### config.mk
export PLATFORM = sky130hd
export DESIGN_NAME = go_back_n_sender_window_unit
export DESIGN_NICKNAME = d
export VERILOG_FILES = /design/src/rtl/core/gbn_sw_pkg.sv /design/src/rtl/core/gbn_sw_queue.sv /design/src/rtl/core/gbn_sw_front.sv /design/src/rtl/core/gbn_sw_back.sv /design/src/rtl/core/go_back_n_sender_window_unit.sv
export SDC_FILE = /design/constraint.sdc
export NUM_CORES = 1
export LEC_CHECK = 0
export ABC_AREA = 1
export CORE_ASPECT_RATIO = 0.75
export CORE_MARGIN = 8
export CORE_UTILIZATION = 25
export CTS_BUF_LIST = sky130_fd_sc_hd__clkbuf_8
export DETAILED_ROUTE_END_ITERATION = 7
export DONT_BUFFER_PORTS = 1
export PLACE_DENSITY = 0.41
export SYNTH_ARGS = -nofsm -noshare
export SYNTH_HDL_FRONTEND = slang
export SYNTH_SLANG_ARGS = --single-unit
### constraint.sdc
create_clock -name clk -period 5.1 [get_ports clk]
set_input_delay 0 -clock clk [delete_from_list [all_inputs] [get_ports clk]]
set_output_delay 0 -clock clk [all_outputs]
set_load 0.05 [all_outputs]
### src/rtl/core/gbn_sw_pkg.sv
// Shared types and constants for the go-back-n sender window unit.
`default_nettype none

package gbn_sw_pkg;

  // Window size default and limits of the per-job slot and count fields
  localparam int WINDOW_DEF = 8;
  localparam int SLOT_W_MAX = 6;   // enough for a window of 64
  localparam int CNT_W_MAX  = 7;   // holds a count of 64

  // Largest payload length kept for one chunk
  localparam int MAX_CHUNK = 1024;

  // Job queue between front and back
  localparam int QUEUE_DEPTH = 2;
  localparam int QPTR_W      = 1;

  // Configuration register indexes and reset values
  localparam int CFG_IDX_W = 1;
  localparam logic [CFG_IDX_W-1:0] CFG_TIMEOUT = 1'b0;
  localparam logic [CFG_IDX_W-1:0] CFG_RETRY   = 1'b1;
  localparam logic [15:0] TIMEOUT_RST = 16'd200;
  localparam logic [7:0]  RETRY_RST   = 8'd10;

  typedef enum logic [1:0] {
    OP_OFFER = 2'd0,
    OP_ACK   = 2'd1,
    OP_TICK  = 2'd2,
    OP_ABORT = 2'd3
  } op_t;

  typedef enum logic [2:0] {
    ACT_SEND    = 3'd0,
    ACT_REFUSED = 3'd1,
    ACT_NOTHING = 3'd2,
    ACT_DONE    = 3'd3,
    ACT_FAILED  = 3'd4
  } action_t;

  typedef enum logic [1:0] {
    HALT_RUNNING = 2'd0,
    HALT_DONE    = 2'd1,
    HALT_FAILED  = 2'd2
  } halt_t;

  typedef struct packed {
    logic [1:0]  operation;
    logic [10:0] chunk_length;
    logic [31:0] ack_number;
    logic        ack_good;
  } in_item_t;

  typedef struct packed {
    logic [2:0]  action;
    logic [31:0] seq_number;
    logic [10:0] send_length;
    logic        last_of_run;
  } out_item_t;

  // One job for the back end: a single result or a retransmit run
  typedef struct packed {
    logic                  is_run;
    action_t               action;
    logic [31:0]           seq;    // sequence, or first sequence of a run
    logic [10:0]           len;
    logic [SLOT_W_MAX-1:0] slot;   // slot of the first sequence of a run
    logic [CNT_W_MAX-1:0]  count;  // sequences in a run
  } job_t;

  // Slot length write from front to back
  typedef struct packed {
    logic                  en;
    logic [SLOT_W_MAX-1:0] addr;
    logic [10:0]           data;
  } slot_wr_t;

endpackage

`default_nettype wire

### src/rtl/core/gbn_sw_queue.sv
// Small job FIFO between the classifying front end and the result back end.
`default_nettype none

module gbn_sw_queue
  import gbn_sw_pkg::*;
(
  input  wire logic clk,
  input  wire logic rst_n,
  input  wire logic push,
  input  wire job_t push_job,
  output logic      full,
  input  wire logic pop,
  output logic      empty,
  output job_t      pop_job
);

  job_t               entry_r [QUEUE_DEPTH];
  logic [QPTR_W-1:0]  wr_ptr_r, rd_ptr_r;
  logic [QPTR_W:0]    count_r;

  assign full    = (count_r == (QPTR_W+1)'(QUEUE_DEPTH));
  assign empty   = (count_r == '0);
  assign pop_job = entry_r[rd_ptr_r];

  // Entry storage
  always_ff @(posedge clk) begin
    if (push) begin
      entry_r[wr_ptr_r] <= push_job;
    end
  end

  // Pointers and fill count
  always_ff @(posedge clk) begin
    if (!rst_n) begin
      wr_ptr_r <= '0;
      rd_ptr_r <= '0;
      count_r  <= '0;
    end else begin
      if (push) begin
        wr_ptr_r <= (wr_ptr_r == QPTR_W'(QUEUE_DEPTH-1)) ? '0 : wr_ptr_r + 1'b1;
      end
      if (pop) begin
        rd_ptr_r <= (rd_ptr_r == QPTR_W'(QUEUE_DEPTH-1)) ? '0 : rd_ptr_r + 1'b1;
      end
      if (push && !pop) begin
        count_r <= count_r + 1'b1;
      end else if (pop && !push) begin
        count_r <= count_r - 1'b1;
      end
    end
  end

endmodule

`default_nettype wire

### src/rtl/core/gbn_sw_front.sv
// Front end: accepts items, keeps window/timer state and queues result jobs.
`default_nettype none

module gbn_sw_front
  import gbn_sw_pkg::*;
#(
  parameter int WINDOW = WINDOW_DEF
) (
  input  wire logic                 clk,
  input  wire logic                 rst_n,
  input  wire logic                 start,
  output logic                      busy,
  input  wire in_item_t             in_item,
  input  wire logic                 cfg_valid,
  input  wire logic [CFG_IDX_W-1:0] cfg_index,
  input  wire logic [15:0]          cfg_data,
  output logic                      push,
  output job_t                      push_job,
  input  wire logic                 q_full,
  input  wire logic                 run_done,
  output slot_wr_t                  slot_wr
);

  localparam int IW = (WINDOW > 1) ? $clog2(WINDOW) : 1;
  localparam int CW = $clog2(WINDOW + 1);
  localparam int SW = CW + 1;
  localparam logic [31:0] WIN32 = 32'(WINDOW);

  // Configuration
  logic [15:0] timeout_r;
  logic [7:0]  limit_r;

  // Window and timer state
  logic [31:0] base_r, base_nxt;
  logic [31:0] next_r, next_nxt;
  logic [IW-1:0] base_slot_r, base_slot_nxt;
  logic [IW-1:0] next_slot_r, next_slot_nxt;
  logic        end_r, end_nxt;
  logic        active_r, active_nxt;
  logic [15:0] elapsed_r, elapsed_nxt;
  logic [7:0]  retry_r, retry_nxt;
  halt_t       halt_r, halt_nxt;
  logic        run_pend_r, run_pend_nxt;

  logic        accept;
  logic [31:0] diff;
  logic        full;
  logic [10:0] clen_sat;
  logic [31:0] ack_off;
  logic [31:0] ack_inc;
  logic [31:0] adv;
  logic [SW-1:0] slot_sum;
  logic [15:0] el_inc;
  logic [8:0]  rounds;
  logic [CW-1:0] run_cnt;

  assign busy   = q_full || run_pend_r;
  assign accept = start && !busy;
  assign push   = accept;

  // Shared window arithmetic
  always_comb begin
    diff     = next_r - base_r;
    full     = (diff >= WIN32);
    clen_sat = (17'(in_item.chunk_length) > 17'(MAX_CHUNK)) ?
               11'(MAX_CHUNK) : in_item.chunk_length;
    ack_off  = in_item.ack_number - base_r;
    ack_inc  = in_item.ack_number + 32'd1;
    adv      = ack_inc - base_r;
    slot_sum = SW'(base_slot_r) + SW'(adv[CW-1:0]);
    el_inc   = (elapsed_r == 16'hFFFF) ? elapsed_r : elapsed_r + 16'd1;
    rounds   = {1'b0, retry_r} + 9'd1;
    run_cnt  = full ? CW'(WINDOW) : diff[CW-1:0];
  end

  // Item classification and next state
  always_comb begin
    base_nxt      = base_r;
    next_nxt      = next_r;
    base_slot_nxt = base_slot_r;
    next_slot_nxt = next_slot_r;
    end_nxt       = end_r;
    active_nxt    = active_r;
    elapsed_nxt   = elapsed_r;
    retry_nxt     = retry_r;
    halt_nxt      = halt_r;
    push_job      = '0;
    push_job.action = ACT_NOTHING;
    slot_wr       = '0;

    if (accept) begin
      if (halt_r != HALT_RUNNING) begin
        push_job.action = (halt_r == HALT_DONE) ? ACT_DONE : ACT_FAILED;
      end else begin
        unique case (op_t'(in_item.operation))
          OP_OFFER: begin
            if (end_r || full) begin
              push_job.action = ACT_REFUSED;
            end else begin
              slot_wr.en    = 1'b1;
              slot_wr.addr  = SLOT_W_MAX'(next_slot_r);
              slot_wr.data  = clen_sat;
              next_nxt      = next_r + 32'd1;
              next_slot_nxt = (next_slot_r == IW'(WINDOW-1)) ? '0 : next_slot_r + 1'b1;
              if (clen_sat == '0) begin
                end_nxt = 1'b1;
              end
              if (!active_r) begin
                active_nxt  = 1'b1;
                elapsed_nxt = '0;
              end
              push_job.action = ACT_SEND;
              push_job.seq    = next_r;
              push_job.len    = clen_sat;
            end
          end
          OP_ACK: begin
            if (in_item.ack_good && (ack_off < diff)) begin
              base_nxt      = ack_inc;
              base_slot_nxt = (slot_sum >= SW'(WINDOW)) ?
                              IW'(slot_sum - SW'(WINDOW)) : IW'(slot_sum);
              retry_nxt     = '0;
              elapsed_nxt   = '0;
              if (ack_inc != next_r) begin
                active_nxt = 1'b1;
              end else begin
                active_nxt = 1'b0;
                if (end_r) begin
                  halt_nxt        = HALT_DONE;
                  push_job.action = ACT_DONE;
                end
              end
            end
          end
          OP_TICK: begin
            if (active_r) begin
              elapsed_nxt = el_inc;
              if (el_inc >= timeout_r) begin
                if (rounds > {1'b0, limit_r}) begin
                  halt_nxt        = HALT_FAILED;
                  active_nxt      = 1'b0;
                  push_job.action = ACT_FAILED;
                end else begin
                  retry_nxt = rounds[7:0];
                  if (run_cnt != '0) begin
                    push_job.is_run = 1'b1;
                    push_job.action = ACT_SEND;
                    push_job.seq    = base_r;
                    push_job.slot   = SLOT_W_MAX'(base_slot_r);
                    push_job.count  = CNT_W_MAX'(run_cnt);
                    elapsed_nxt     = '0;
                  end
                end
              end
            end
          end
          OP_ABORT: begin
            halt_nxt        = HALT_FAILED;
            active_nxt      = 1'b0;
            push_job.action = ACT_FAILED;
          end
        endcase
      end
    end
  end

  // Input is held off while a retransmit run is queued or in flight
  always_comb begin
    run_pend_nxt = run_pend_r;
    if (push && push_job.is_run) begin
      run_pend_nxt = 1'b1;
    end else if (run_done) begin
      run_pend_nxt = 1'b0;
    end
  end

  // State registers
  always_ff @(posedge clk) begin
    if (!rst_n) begin
      timeout_r   <= TIMEOUT_RST;
      limit_r     <= RETRY_RST;
      base_r      <= '0;
      next_r      <= '0;
      base_slot_r <= '0;
      next_slot_r <= '0;
      end_r       <= 1'b0;
      active_r    <= 1'b0;
      elapsed_r   <= '0;
      retry_r     <= '0;
      halt_r      <= HALT_RUNNING;
      run_pend_r  <= 1'b0;
    end else begin
      if (cfg_valid) begin
        case (cfg_index)
          CFG_TIMEOUT: timeout_r <= cfg_data;
          CFG_RETRY:   limit_r   <= cfg_data[7:0];
          default:     ;
        endcase
      end
      base_r      <= base_nxt;
      next_r      <= next_nxt;
      base_slot_r <= base_slot_nxt;
      next_slot_r <= next_slot_nxt;
      end_r       <= end_nxt;
      active_r    <= active_nxt;
      elapsed_r   <= elapsed_nxt;
      retry_r     <= retry_nxt;
      halt_r      <= halt_nxt;
      run_pend_r  <= run_pend_nxt;
    end
  end

endmodule

`default_nettype wire

### src/rtl/core/gbn_sw_back.sv
// Back end: slot length memory, retransmit sequencer and result register.
`default_nettype none

module gbn_sw_back
  import gbn_sw_pkg::*;
#(
  parameter int WINDOW = WINDOW_DEF
) (
  input  wire logic     clk,
  input  wire logic     rst_n,
  input  wire slot_wr_t slot_wr,
  input  wire logic     q_empty,
  input  wire job_t     q_job,
  output logic          pop,
  output logic          run_done,
  output logic          out_strobe,
  output out_item_t     out_item
);

  localparam int IW = (WINDOW > 1) ? $clog2(WINDOW) : 1;
  localparam int CW = $clog2(WINDOW + 1);

  typedef enum logic [1:0] {
    BK_IDLE = 2'b01,
    BK_RUN  = 2'b10
  } bk_state_t;

  bk_state_t state_r;

  logic [10:0]   slot_mem [WINDOW];
  logic [10:0]   rd_data_r;

  logic [31:0]   run_seq_r;
  logic [IW-1:0] run_slot_r;
  logic [CW-1:0] run_left_r;

  // Result stage
  logic          st_valid_r;
  action_t       st_action_r;
  logic [31:0]   st_seq_r;
  logic [10:0]   st_len_r;
  logic          st_mem_r;
  logic          st_last_r;

  assign pop      = !q_empty && (state_r == BK_IDLE);
  assign run_done = (state_r == BK_RUN) && (run_left_r == CW'(1));

  assign out_strobe           = st_valid_r;
  assign out_item.action      = st_action_r;
  assign out_item.seq_number  = st_seq_r;
  assign out_item.send_length = st_mem_r ? rd_data_r : st_len_r;
  assign out_item.last_of_run = st_last_r;

  // Slot length memory: front writes, run reads
  always_ff @(posedge clk) begin
    if (slot_wr.en) begin
      slot_mem[slot_wr.addr[IW-1:0]] <= slot_wr.data;
    end
    if (state_r == BK_RUN) begin
      rd_data_r <= slot_mem[run_slot_r];
    end
  end

  // Job sequencer and result stage
  always_ff @(posedge clk) begin
    if (!rst_n) begin
      state_r    <= BK_IDLE;
      st_valid_r <= 1'b0;
    end else begin
      st_valid_r <= 1'b0;
      unique case (state_r)
        BK_IDLE: begin
          if (pop) begin
            if (q_job.is_run) begin
              state_r    <= BK_RUN;
              run_seq_r  <= q_job.seq;
              run_slot_r <= q_job.slot[IW-1:0];
              run_left_r <= q_job.count[CW-1:0];
            end else begin
              st_valid_r  <= 1'b1;
              st_action_r <= q_job.action;
              st_seq_r    <= q_job.seq;
              st_len_r    <= q_job.len;
              st_mem_r    <= 1'b0;
              st_last_r   <= 1'b1;
            end
          end
        end
        BK_RUN: begin
          // one retransmit per cycle, oldest first
          st_valid_r  <= 1'b1;
          st_action_r <= ACT_SEND;
          st_seq_r    <= run_seq_r;
          st_len_r    <= '0;
          st_mem_r    <= 1'b1;
          st_last_r   <= (run_left_r == CW'(1));
          run_seq_r   <= run_seq_r + 32'd1;
          run_slot_r  <= (run_slot_r == IW'(WINDOW-1)) ? '0 : run_slot_r + 1'b1;
          run_left_r  <= run_left_r - 1'b1;
          if (run_left_r == CW'(1)) begin
            state_r <= BK_IDLE;
          end
        end
        default: begin
          state_r <= BK_IDLE;
        end
      endcase
    end
  end

endmodule

`default_nettype wire

### src/rtl/core/go_back_n_sender_window_unit.sv
// Go-back-n sender window unit: top level joining front end, job queue and back end.
// Each item's job is held in the job queue, then its result in the back-end result stage.
// Offers, acknowledgements, ticks and aborts are taken one per cycle while busy is low.
// A timeout resending N outstanding packets gives N results, one per cycle, once the back
//   end has started its run; busy stays high until the last slot memory read is issued.
// Reset (rst_n low, synchronous) clears window, timer and halt state and loads
//   timeout 200, retry limit 10; slot lengths are not cleared. Results cannot be stalled.
`default_nettype none

module go_back_n_sender_window_unit
  import gbn_sw_pkg::*;
#(
  parameter int WINDOW = WINDOW_DEF
) (
  input  wire logic                 clk,
  input  wire logic                 rst_n,
  input  wire logic                 start,
  output logic                      busy,
  input  wire in_item_t             in_item,
  output logic                      out_strobe,
  output out_item_t                 out_item,
  input  wire logic                 cfg_valid,
  output logic                      cfg_ready,
  input  wire logic [CFG_IDX_W-1:0] cfg_index,
  input  wire logic [15:0]          cfg_data
);

  job_t     push_job, pop_job;
  logic     push, pop;
  logic     q_full, q_empty;
  logic     run_done;
  slot_wr_t slot_wr;

  // Registers always take a write
  assign cfg_ready = 1'b1;

  gbn_sw_front #(
    .WINDOW (WINDOW)
  ) u_front (
    .clk       (clk),
    .rst_n     (rst_n),
    .start     (start),
    .busy      (busy),
    .in_item   (in_item),
    .cfg_valid (cfg_valid),
    .cfg_index (cfg_index),
    .cfg_data  (cfg_data),
    .push      (push),
    .push_job  (push_job),
    .q_full    (q_full),
    .run_done  (run_done),
    .slot_wr   (slot_wr)
  );

  gbn_sw_queue u_queue (
    .clk      (clk),
    .rst_n    (rst_n),
    .push     (push),
    .push_job (push_job),
    .full     (q_full),
    .pop      (pop),
    .empty    (q_empty),
    .pop_job  (pop_job)
  );

  gbn_sw_back #(
    .WINDOW (WINDOW)
  ) u_back (
    .clk        (clk),
    .rst_n      (rst_n),
    .slot_wr    (slot_wr),
    .q_empty    (q_empty),
    .q_job      (pop_job),
    .pop        (pop),
    .run_done   (run_done),
    .out_strobe (out_strobe),
    .out_item   (out_item)
  );

endmodule

`default_nettype wire
# == Yosys cells after proc, flatten, opt, wreduce, memory -nomap -nowiden ==
# Memory sizes are Yosys's and may differ from the RTL's. A register that Yosys moved wholly into a read port is not among the register bits.
# Index checks and enable logic that the tools add are counted.
# word_totals
ram_bits,208
elab_cells,220
in_bits,67
regBits,217
output_inout_bits,50
n_memories,2
# memory_table
name,words,width,read_ports,rd_ports_with_merged_regs,wr,line_no,rtl
u_queue.entry_r,2,60,1,1,1,gbn_sw_queue.sv:17,job_t entry_r [QUEUE_DEPTH];
u_back.slot_mem,8,11,1,1,1,gbn_sw_back.sv:30,logic [10:0] slot_mem [WINDOW];
# op_classes
eq_ne,25
n_reduce_logical,36
bitwise_logic,3
mux,106
magnitude_cmp,6
n_addsub,17
# op_table
cell,count
$pmux 32 s2,3
$mux 32,5
$mux 16,8
$mux 36,3
$add 32x1->32 const B,3
$mux 18,4
$sub 32x32->32,2
$mux 60,1
$mux 56,1
$mux 11,5
$mux 13,4
$pmux 16 s3,1
$mux 43,1
$mux 3,12
$ge 32x4->1 const B,1
$lt 32x32->1,1
$mux 8,4
$ne 32x32->1,1
$mux 1,27
$mux 2,11
$pmux 11 s2,1
$reduce_and 4->1,5
$add 16x1->16 const B,1
$eq 16x16->1 const B,1
43 further kinds,87

# == Logic depth before layout (Yosys ltp) ==
# Gate-level depths: netlist of run 1.
# logic_depth
depth_word,13
mapped_depth,30
ltp_nobuf,29

# == Hierarchy ==
# Synthesis of run 1 repeated with hierarchy kept, for this count alone.
# hier_totals
hier_cells,3598
area_unflattened_um2,28332.2
# modules_own_cells
module,seq_area_each_um2,instances,area_per_inst_um2,cells_per_inst
gbn_sw_front,2462.4,1,14890.5,2585
gbn_sw_back,5645.4,1,8567.0,789
gbn_sw_queue,3703.6,1,4863.4,222
go_back_n_sender_window_unit,0.0,1,11.3,2

# == Worst setup path after synthesis of run 1 ==
# No wires, ideal clock.
# synth_path
path_type,register to register
start,reg (tool-made name)
end,"reg u_back.st_action_r[0], enable pin"
synth_period_minus_slack_ns,4.954
path_stages_with_launch,5
arrival_time_ns,4.428
setup_time_ns,0.526
required_ns,4.574
path_buffers,1
slack_ns,0.146
cell_sequence,dfxtp_1 > clkbuf_1 > mux2i_1 > o21ai_0 > a211oi_1
# synth_rtl
item,line_no,rtl
to (signal assigned),gbn_sw_back.sv:81,st_action_r <= q_job.action;
to (decl),gbn_sw_back.sv:39,action_t st_action_r;

# == Final worst setup path of run 1 ==
# layout_path
start,reg u_front.base_r[0]
end,reg u_front.elapsed_r[12]
# layout_via
elab_chain_len,9
word_cells_on_any_way,16
classes_between,add/sub (2); order compare (2); eq/ne (2); mux (6); reduce/logical (4)
# layout_lines
item,line_no,rtl
from (decl),gbn_sw_front.sv:34,"logic [31:0] base_r, base_nxt;"
from (signal assigned),gbn_sw_front.sv:200,base_r <= base_nxt;
$sub 32x32->32,gbn_sw_front.sv:63,diff = next_r - base_r;
$ge 32x4->1,gbn_sw_front.sv:64,full = (diff >= WIN32);
$mux 4,gbn_sw_front.sv:73,run_cnt = full ? CW'(WINDOW) : diff[CW-1:0];
$reduce_bool 4->1,gbn_sw_front.sv:145,if (run_cnt != '0) begin
$mux 16,gbn_sw_front.sv:145,
$mux 16,gbn_sw_front.sv:139,"if (rounds > {1'b0, limit_r}) begin"
$mux 16,gbn_sw_front.sv:138,if (el_inc >= timeout_r) begin
$mux 16,gbn_sw_front.sv:136,if (active_r) begin
$pmux 16 s3,gbn_sw_front.sv:95,unique case (op_t'(in_item.operation))
to (signal assigned),gbn_sw_front.sv:206,elapsed_r <= elapsed_nxt;
to (decl),gbn_sw_front.sv:40,"logic [15:0] elapsed_r, elapsed_nxt;"
# Parallel ways exist; a longest one is shown, timed or not. The select of a mux whose other input is x is not followed.
# A chain may end at the register's enable or synchronous reset.

==> impl_metrics.tcl, run 1 <==
set metrics [dict create \
    drt_iter0_drc 2138 \
    synth.most_common_cell "nand2_1" \
    synthTopCellsByCount "816 x nand2_1, 471 x nor2_1, 432 x inv_1" \
    fp-row-count 103 \
    clk_pin_slew_ns 0.06 \
    drv_cap 0 \
    critical_path.startpoint_type "flop" \
    crit_required_ns 5.68 \
    reg2reg_slack_ns 0.36 \
    cts_buffers 72 \
    cts_sinks 425 \
    p_int_mw 9.57 \
    drive_gt1_share_pct 8.05 \
    dr.pass1.iters 6 \
    grt_usage_pct 16.6 \
    async_flop_share_pct 0 \
    fin_nets 3843 \
    setup_ws_ns 0.362 \
    synth.net_count 3654 \
    hp-class "input port to flop" \
    synth_area_leaders "edfxtp_1 33%, nand2_1 12%, dfxtp_1 9.9%, nor2_1 6.7%, ha_1 6.2%" \
    fmax_mhz 211 \
    power.density_nw_per_um2 620 \
    p_comb_share_pct 58.1 \
    relSlewSlack_pct 19.0 \
    pin_count 117 \
    synth_cells 3451 \
    die_x_um 392 \
    num_vias 23600 \
    post_synth_num_cell_types 58 \
    cts_root_buf "clkbuf_8" \
    p_switching_mw 9.92 \
    arrival_ns 5.32 \
    netlist_area_sq_um 26500 \
    r2r_end "u_front.elapsed_r[12]$_SDFFE_PN0P_" \
    power_mw 19.5 \
    worst-setup-path-type "flop to flop" \
    syn_area_per_cell_sq_um 7.67 \
    fp.coreArea_sq_um 105000 \
    clockPowerShare_pct 15.8 \
    p_sw_share_pct 50.9 \
    dp_slack_ns 0.239 \
    ys_seq_area_share_pct 43.3 \
    overflow 0 \
    initial_core_util_pct 25.2 \
    drc 0 \
    clock_latency_ns 0.69 \
    placed_cell_area_sq_um 28900 \
    timing.rr.start "u_front.base_r[0]$_SDFFE_PN0P_" \
    nFillCells 11500 \
    synth_edf_count 294 \
    top_layer "met5" \
    wl_per_cell_um 19.6 \
    min_to "u_front.timeout_r[2]$_SDFFE_PN0P_" \
    ant_nets 0 \
    ir_drop_v 0.000358 \
    wl_met1_um 48600 \
    grt_pass1_vias 22300 \
    outcome "completed" \
    area_growth_pct 18.7 \
    ys.flop_type "edfxtp_1" \
    min_from "cfg_valid" \
    grt_max_degree 93 \
    antenna_found_initial 3 \
    netlist.area_leader.share_pct 33.3 \
    report.final.slew_viol_count 0 \
    dr_wl_met2_um 42700 \
    clock_skew_ns 0.0278 \
    synth_seq_cells 425 \
    place_congestion 0.946 \
    tns_ns 0 \
    yosysWarnings 0 \
    path_max_fanout 11 \
    die_h_um 298 \
    io_buffers 0 \
    wl_met3_um 6170 \
    reg2reg_depth 26 \
    hold_viol_final 0 \
    yosysTopAreaCell "edfxtp_1" \
    final_area_sq_um 31400 \
    finalSetupViolCount 0 \
    htree_levels 3 \
    cts_tree "yes" \
    seqPwrFrac_pct 26.1 \
    routed_via_density 4.61 \
    min_period_ns 4.74 \
    clockBufferDepth 3 \
    hold_depth 4 \
    post-route-period-util_pct 92.9 \
    tightest_slew_ns 1.21 \
    p_leak_nw 12.7 \
    dieArea_sq_um 117000 \
    post-dp-hpwl_um 75100 \
    grt_pass1_wl_um 147000 \
    cp-end-kind "flop" \
    routed_wl_um 100000 \
]
==> state kept, by name, summed over array words and instances (netlist names), 3 cells and up, named ones only <==
| name | flops |
|---|---|
| u_queue.entry_r | 108 |
| u_front.next_slot_r | 3 |
| u_front.retry_r | 8 |
| u_back.st_seq_r | 32 |
| u_front.base_slot_r | 3 |
| u_back.slot_mem | 88 |
| u_front.timeout_r | 16 |
| u_back.run_slot_r | 3 |
| u_back.st_len_r | 11 |
| u_back.run_seq_r | 32 |
| u_front.elapsed_r | 16 |
| u_front.next_r | 32 |
| u_back.run_left_r | 4 |
| u_back.rd_data_r | 11 |
| u_front.base_r | 32 |
| u_back.st_action_r | 3 |
| u_front.limit_r | 8 |
==> worst max-delay path, stage by stage (launching register included) <==
cell and delay, ns:
dfxtp_1 0.41, ha_1 0.18, inv_1 0.08, fa_1 0.41, nand3_1 0.10, nand2_1 0.12, a21oi_1 0.22, o21ai_0 0.18
a21oi_1 0.25, o21ai_1 0.14, a21oi_1 0.22, xnor2_1 0.18, ha_1 0.29, nand2_1 0.07, nor2_1 0.04, a211oi_1 0.26
o21ai_0 0.14, a21oi_1 0.18, nor2_1 0.08, nor2_2 0.15, nand2_2 0.14, nand2_1 0.17, nand2_4 0.13, nor2_4 0.29
nand2_1 0.08, nand2_1 0.07, nor2_1 0.04
==> layer usage <==
layer	track usage (%)	up-vias
met2	24.9	624
met1	23.8	11000
li1	-	11800
met5	0	-
met4	4.63	2
met3	3.73	131
==> area by class of cell <==
type | instances | area [sq um] | area share, %
antenna | 4 | 10.0 | 0.0319
clock buffer | 77 | 1060 | 3.37
inverter | 436 | 1640 | 5.21
tap | 1417 | 1770 | 5.64
clock inverter | 48 | 308 | 0.980
sequential | 425 | 11500 | 36.5
timing repair buffer | 221 | 2110 | 6.71
multi-input combinational | 2484 | 13100 | 41.6
==> worst max-delay path by stage <==
stage                                          from                                  end  slack [ns]  cells after the start
floorplan                                      flop  u_back.st_action_r[0]$_SDFFCE_PP0P_        0.15                      4
global placement     u_front.base_r[2]$_SDFFE_PN0P_   u_front.elapsed_r[15]$_SDFFE_PN0P_        0.26                     26
detailed placement   u_front.base_r[2]$_SDFFE_PN0P_    u_front.elapsed_r[2]$_SDFFE_PN0P_        0.24                     26
CTS                  u_front.base_r[2]$_SDFFE_PN0P_    u_front.elapsed_r[1]$_SDFFE_PN0P_        0.20                     26
global route        u_front.base_r[17]$_SDFFE_PN0P_   u_front.elapsed_r[13]$_SDFFE_PN0P_      -0.007                     29
finish               u_front.base_r[0]$_SDFFE_PN0P_   u_front.elapsed_r[12]$_SDFFE_PN0P_        0.36                     26
==> through the flow <==
stage | utilization, % | hold WS, ns | cells
finish | 29.9 | 0.0815 | 5112
global route | 29.9 | 0.0604 | 5109
CTS | 29.8 | 0.000269 | 5104
detailed placement | 27.4 | 0.119 | 4873
floorplan | - | 0.130 | 3451
global placement | 27.4 | 0.112 | 4873
==> power groups by stage <==
stage	Clock [mW]	Sequential [mW]	Combinational, mW
after global placement	0	5.17	10.9
final	3.07	5.09	11.3
after detailed placement	0	5.17	10.8
after global routing	3.36	5.16	12.6
after CTS	3.21	5.10	11.0
after floorplan	0	5.09	7.30
==> kinds of logic (layout without fill, tap and decap cells) <==
| logic type | after synthesis | count (layout) | share of synthesized area (%) |
|---|---|---|---|
| AND/OR/NAND/NOR | 1706 | 1708 | 27.5 |
| AO/OA/AOI/OAI | 515 | 515 | 10.4 |
| other | 1 | 5 | 0.0142 |
| adder cells (fa/ha/maj) | 136 | 136 | 6.54 |
| buffers and inverters | 544 | 782 | 7.90 |
| XOR/XNOR | 112 | 112 | 3.91 |
| multiplexers | 12 | 12 | 0.506 |
| flip-flops | 425 | 425 | 43.3 |
==> timing repair <==
action | 4_1_cts | 5_1_grt
hold buffers | 106 | 0
endpoints found under the hold margin | 326 | 0
resized for setup | 0 | 13
setup buffers | 0 | 1
endpoints found under the setup margin | 0 | 64
==> placed cells by master, fill, tap and decap left out, drive strengths merged, types with 16 or more instances in the layout <==
master       synthesis  layout
nand2              833     833
nor2               487     489
inv                435     457
edfxtp             294     294
o21ai              221     221
a21oi              218     218
nand3              164     164
ha                 132     132
dfxtp              131     131
buf                 23     115
dlygate4sd3          0     105
nand4               84      84
xor2                83      83
clkbuf              85      78
nor3                75      75
xnor2               25      25
clkinv               1      21
nor4                19      19
a31oi               18      18
nand3b              16      16
Note: power is estimated with default switching activity, not from simulation.
==> run 2, diff against run 1 <==
--- a/config.mk
+++ b/config.mk
@@ -12,7 +12,7 @@
 export CTS_BUF_LIST = sky130_fd_sc_hd__clkbuf_8
 export DETAILED_ROUTE_END_ITERATION = 7
 export DONT_BUFFER_PORTS = 1
-export PLACE_DENSITY = 0.41
+export PLACE_DENSITY = 0.39
 export SYNTH_ARGS = -nofsm -noshare
 export SYNTH_HDL_FRONTEND = slang
 export SYNTH_SLANG_ARGS = --single-unit
==> constraint.sdc (replaced) <==
create_clock -name clk -period 4.59 [get_ports clk]
set_input_delay 0 -clock clk [delete_from_list [all_inputs] [get_ports clk]]
set_output_delay 0 -clock clk [all_outputs]
set_load 0.05 [all_outputs]
==> impl_metrics.tcl, run 2 (synthesis gave the netlist of run 1 again) <==
set metrics [dict create \
    outcome "completed" \
    io_buffers 0 \
    top_register "u_queue.entry_r" \
    layout_commonest_cell "nand2_1" \
    die_x_um 392 \
    antenna_found_initial 6 \
    tightest_slew_ns 1.19 \
    htree_levels 3 \
    overflow 0 \
    drt_iter0_drc 1942 \
    ant_nets 0 \
    dp_cells 4993 \
    finalSetupViolCount 0 \
    report.final.slew_viol_count 0 \
    slowest_delay_ns 0.57 \
    clock_skew_ns 0.0592 \
    routed_via_density 4.61 \
    cp_slowest_cell "dlygate4sd3_1" \
    ir_drop_v 0.000439 \
    critical_path.startpoint_type "flop" \
    fin_nets 3999 \
    cts_tree "yes" \
    pin_count 117 \
    place_congestion 0.964 \
    dr.pass1.iters 7 \
    fp-row-count 103 \
    clockBufferDepth 3 \
    fp.coreArea_sq_um 105000 \
    clk_pin_slew_ns 0.06 \
    grt_usage_pct 16.9 \
    rsz0062_at_grt "yes" \
    cts_root_buf "clkbuf_8" \
    arrival_ns 5.04 \
    drv_cap 0 \
    cts_sinks 425 \
    drive_gt1_share_pct 12.6 \
    largest_reg_flops 108 \
    wl_per_cell_um 19.4 \
    final_area_sq_um 33100 \
    grt_max_degree 74 \
    layoutNonFillerInstCount 5277 \
    initial_core_util_pct 25.2 \
    post-route-period-util_pct 95.7 \
    placed_cell_area_sq_um 29800 \
    p_leak_nw 13.6 \
    hp-class "input port to flop" \
    cp-end-kind "flop" \
    nFillCells 11500 \
    grt_pass1_wl_um 150000 \
    whs_ns 0.0865 \
    path_max_fanout 13 \
    clock_latency_ns 0.72 \
    dieArea_sq_um 117000 \
    grt_pass1_vias 22900 \
    final_cell_mix "806 x nand2_1, 460 x nor2_1, 452 x inv_1" \
    min_period_ns 4.39 \
    power.density_nw_per_um2 705 \
    die_h_um 298 \
    routed_wl_um 103000 \
    post-dp-hpwl_um 76300 \
    num_vias 24300 \
    area_growth_pct 25.2 \
    drc 0 \
    crit_required_ns 5.24 \
    relSlewSlack_pct 20.3 \
    cts_buffers 77 \
    cpMostUsedCell "nand2_1" \
    fmax_mhz 228 \
    hold_viol_final 0 \
    worst-setup-path-type "flop to flop" \
    setup_ws_ns 0.197 \
    dp_slack_ns -0.568 \
]
==> run 2: changes by cell type in the layout (fill, tap and decap cells not counted), moves of 5 or more <==
cell,change
nand2_2,+6
clkinv_1,+7
buf_4,+120
ha_4,+9
a21oi_2,+14
a21oi_1,-16
nand2_1,-10
nor2_1,-5
buf_6,+6
ha_1,-9
dlygate4sd3_1,+24
==> run 2: stage by stage <==
step	utilization, %	TNS (ns)	power [mW]
floorplan	-	0	13.8
global placement	28.3	-36.37	19.1
detailed placement	28.3	-31.90	19.0
CTS	31.0	0	22.9
global route	31.5	-0.293	25.4
finish	31.5	0	23.4
==> run 2: area by class of cell <==
class	count	area (sq um)	area share, %
multi-input combinational	2482	13400	40.5
inverter	436	1640	4.95
clock buffer	81	1110	3.36
clock inverter	59	345	1.04
sequential	425	11500	34.6
timing repair buffer	374	3370	10.2
tap	1417	1770	5.35
antenna	3	7.51	0.0227
==> run 2: where the power goes <==
group	internal, mW	total [mW]	switching [mW]
clock	1.77	3.55	1.78
combinational	5.09	14.1	9.03
sequential	4.95	5.69	0.740
==> run 2: metal layers <==
layer | vias to the layer above | GRT usage [%] | part of all wire, %
met3 | 128 | 3.19 | 5.7
li1 | 12200 | - | -
met2 | 651 | 25.6 | 43
met5 | - | 0 | 0.022
met1 | 11400 | 24.4 | 49
met4 | 4 | 4.49 | 2.5
==> run 2: worst max-delay path: cells and delay by family, from the launching register on <==
family | cells | cell delay, ns
DFF | 1 | 0.31
adders and majority gates | 2 | 0.59
and+or+nand+nor | 17 | 2.01
buffers and inverters | 7 | 1.44
==> run 2: timing repair <==
| action | CTS | global route |
|---|---|---|
| gates resized for setup | 16 | 84 |
| endpoints found under the hold margin | 366 | 0 |
| buffers inserted | 0 | 11 |
| gates cloned | 0 | 1 |
| setup endpoints to repair | 64 | 143 |
| pin swaps | 4 | 35 |
| hold buffers | 130 | 0 |
==> run 2: final timing paths <==
check	cells past startpoint	start	end	slack [ns]
setup / recovery	26	u_front.base_r[0]$_SDFFE_PN0P_	u_front.next_slot_r[2]$_SDFFE_PN0P_	0.20
hold / removal	9	in_item[24]	u_front.base_r[27]$_SDFFE_PN0P_	0.09
setup reg to reg	26	u_front.base_r[0]$_SDFFE_PN0P_	u_front.next_slot_r[2]$_SDFFE_PN0P_	0.20
hold reg to reg	1	u_queue.rd_ptr_r$_SDFFE_PN0P_	flop	0.45
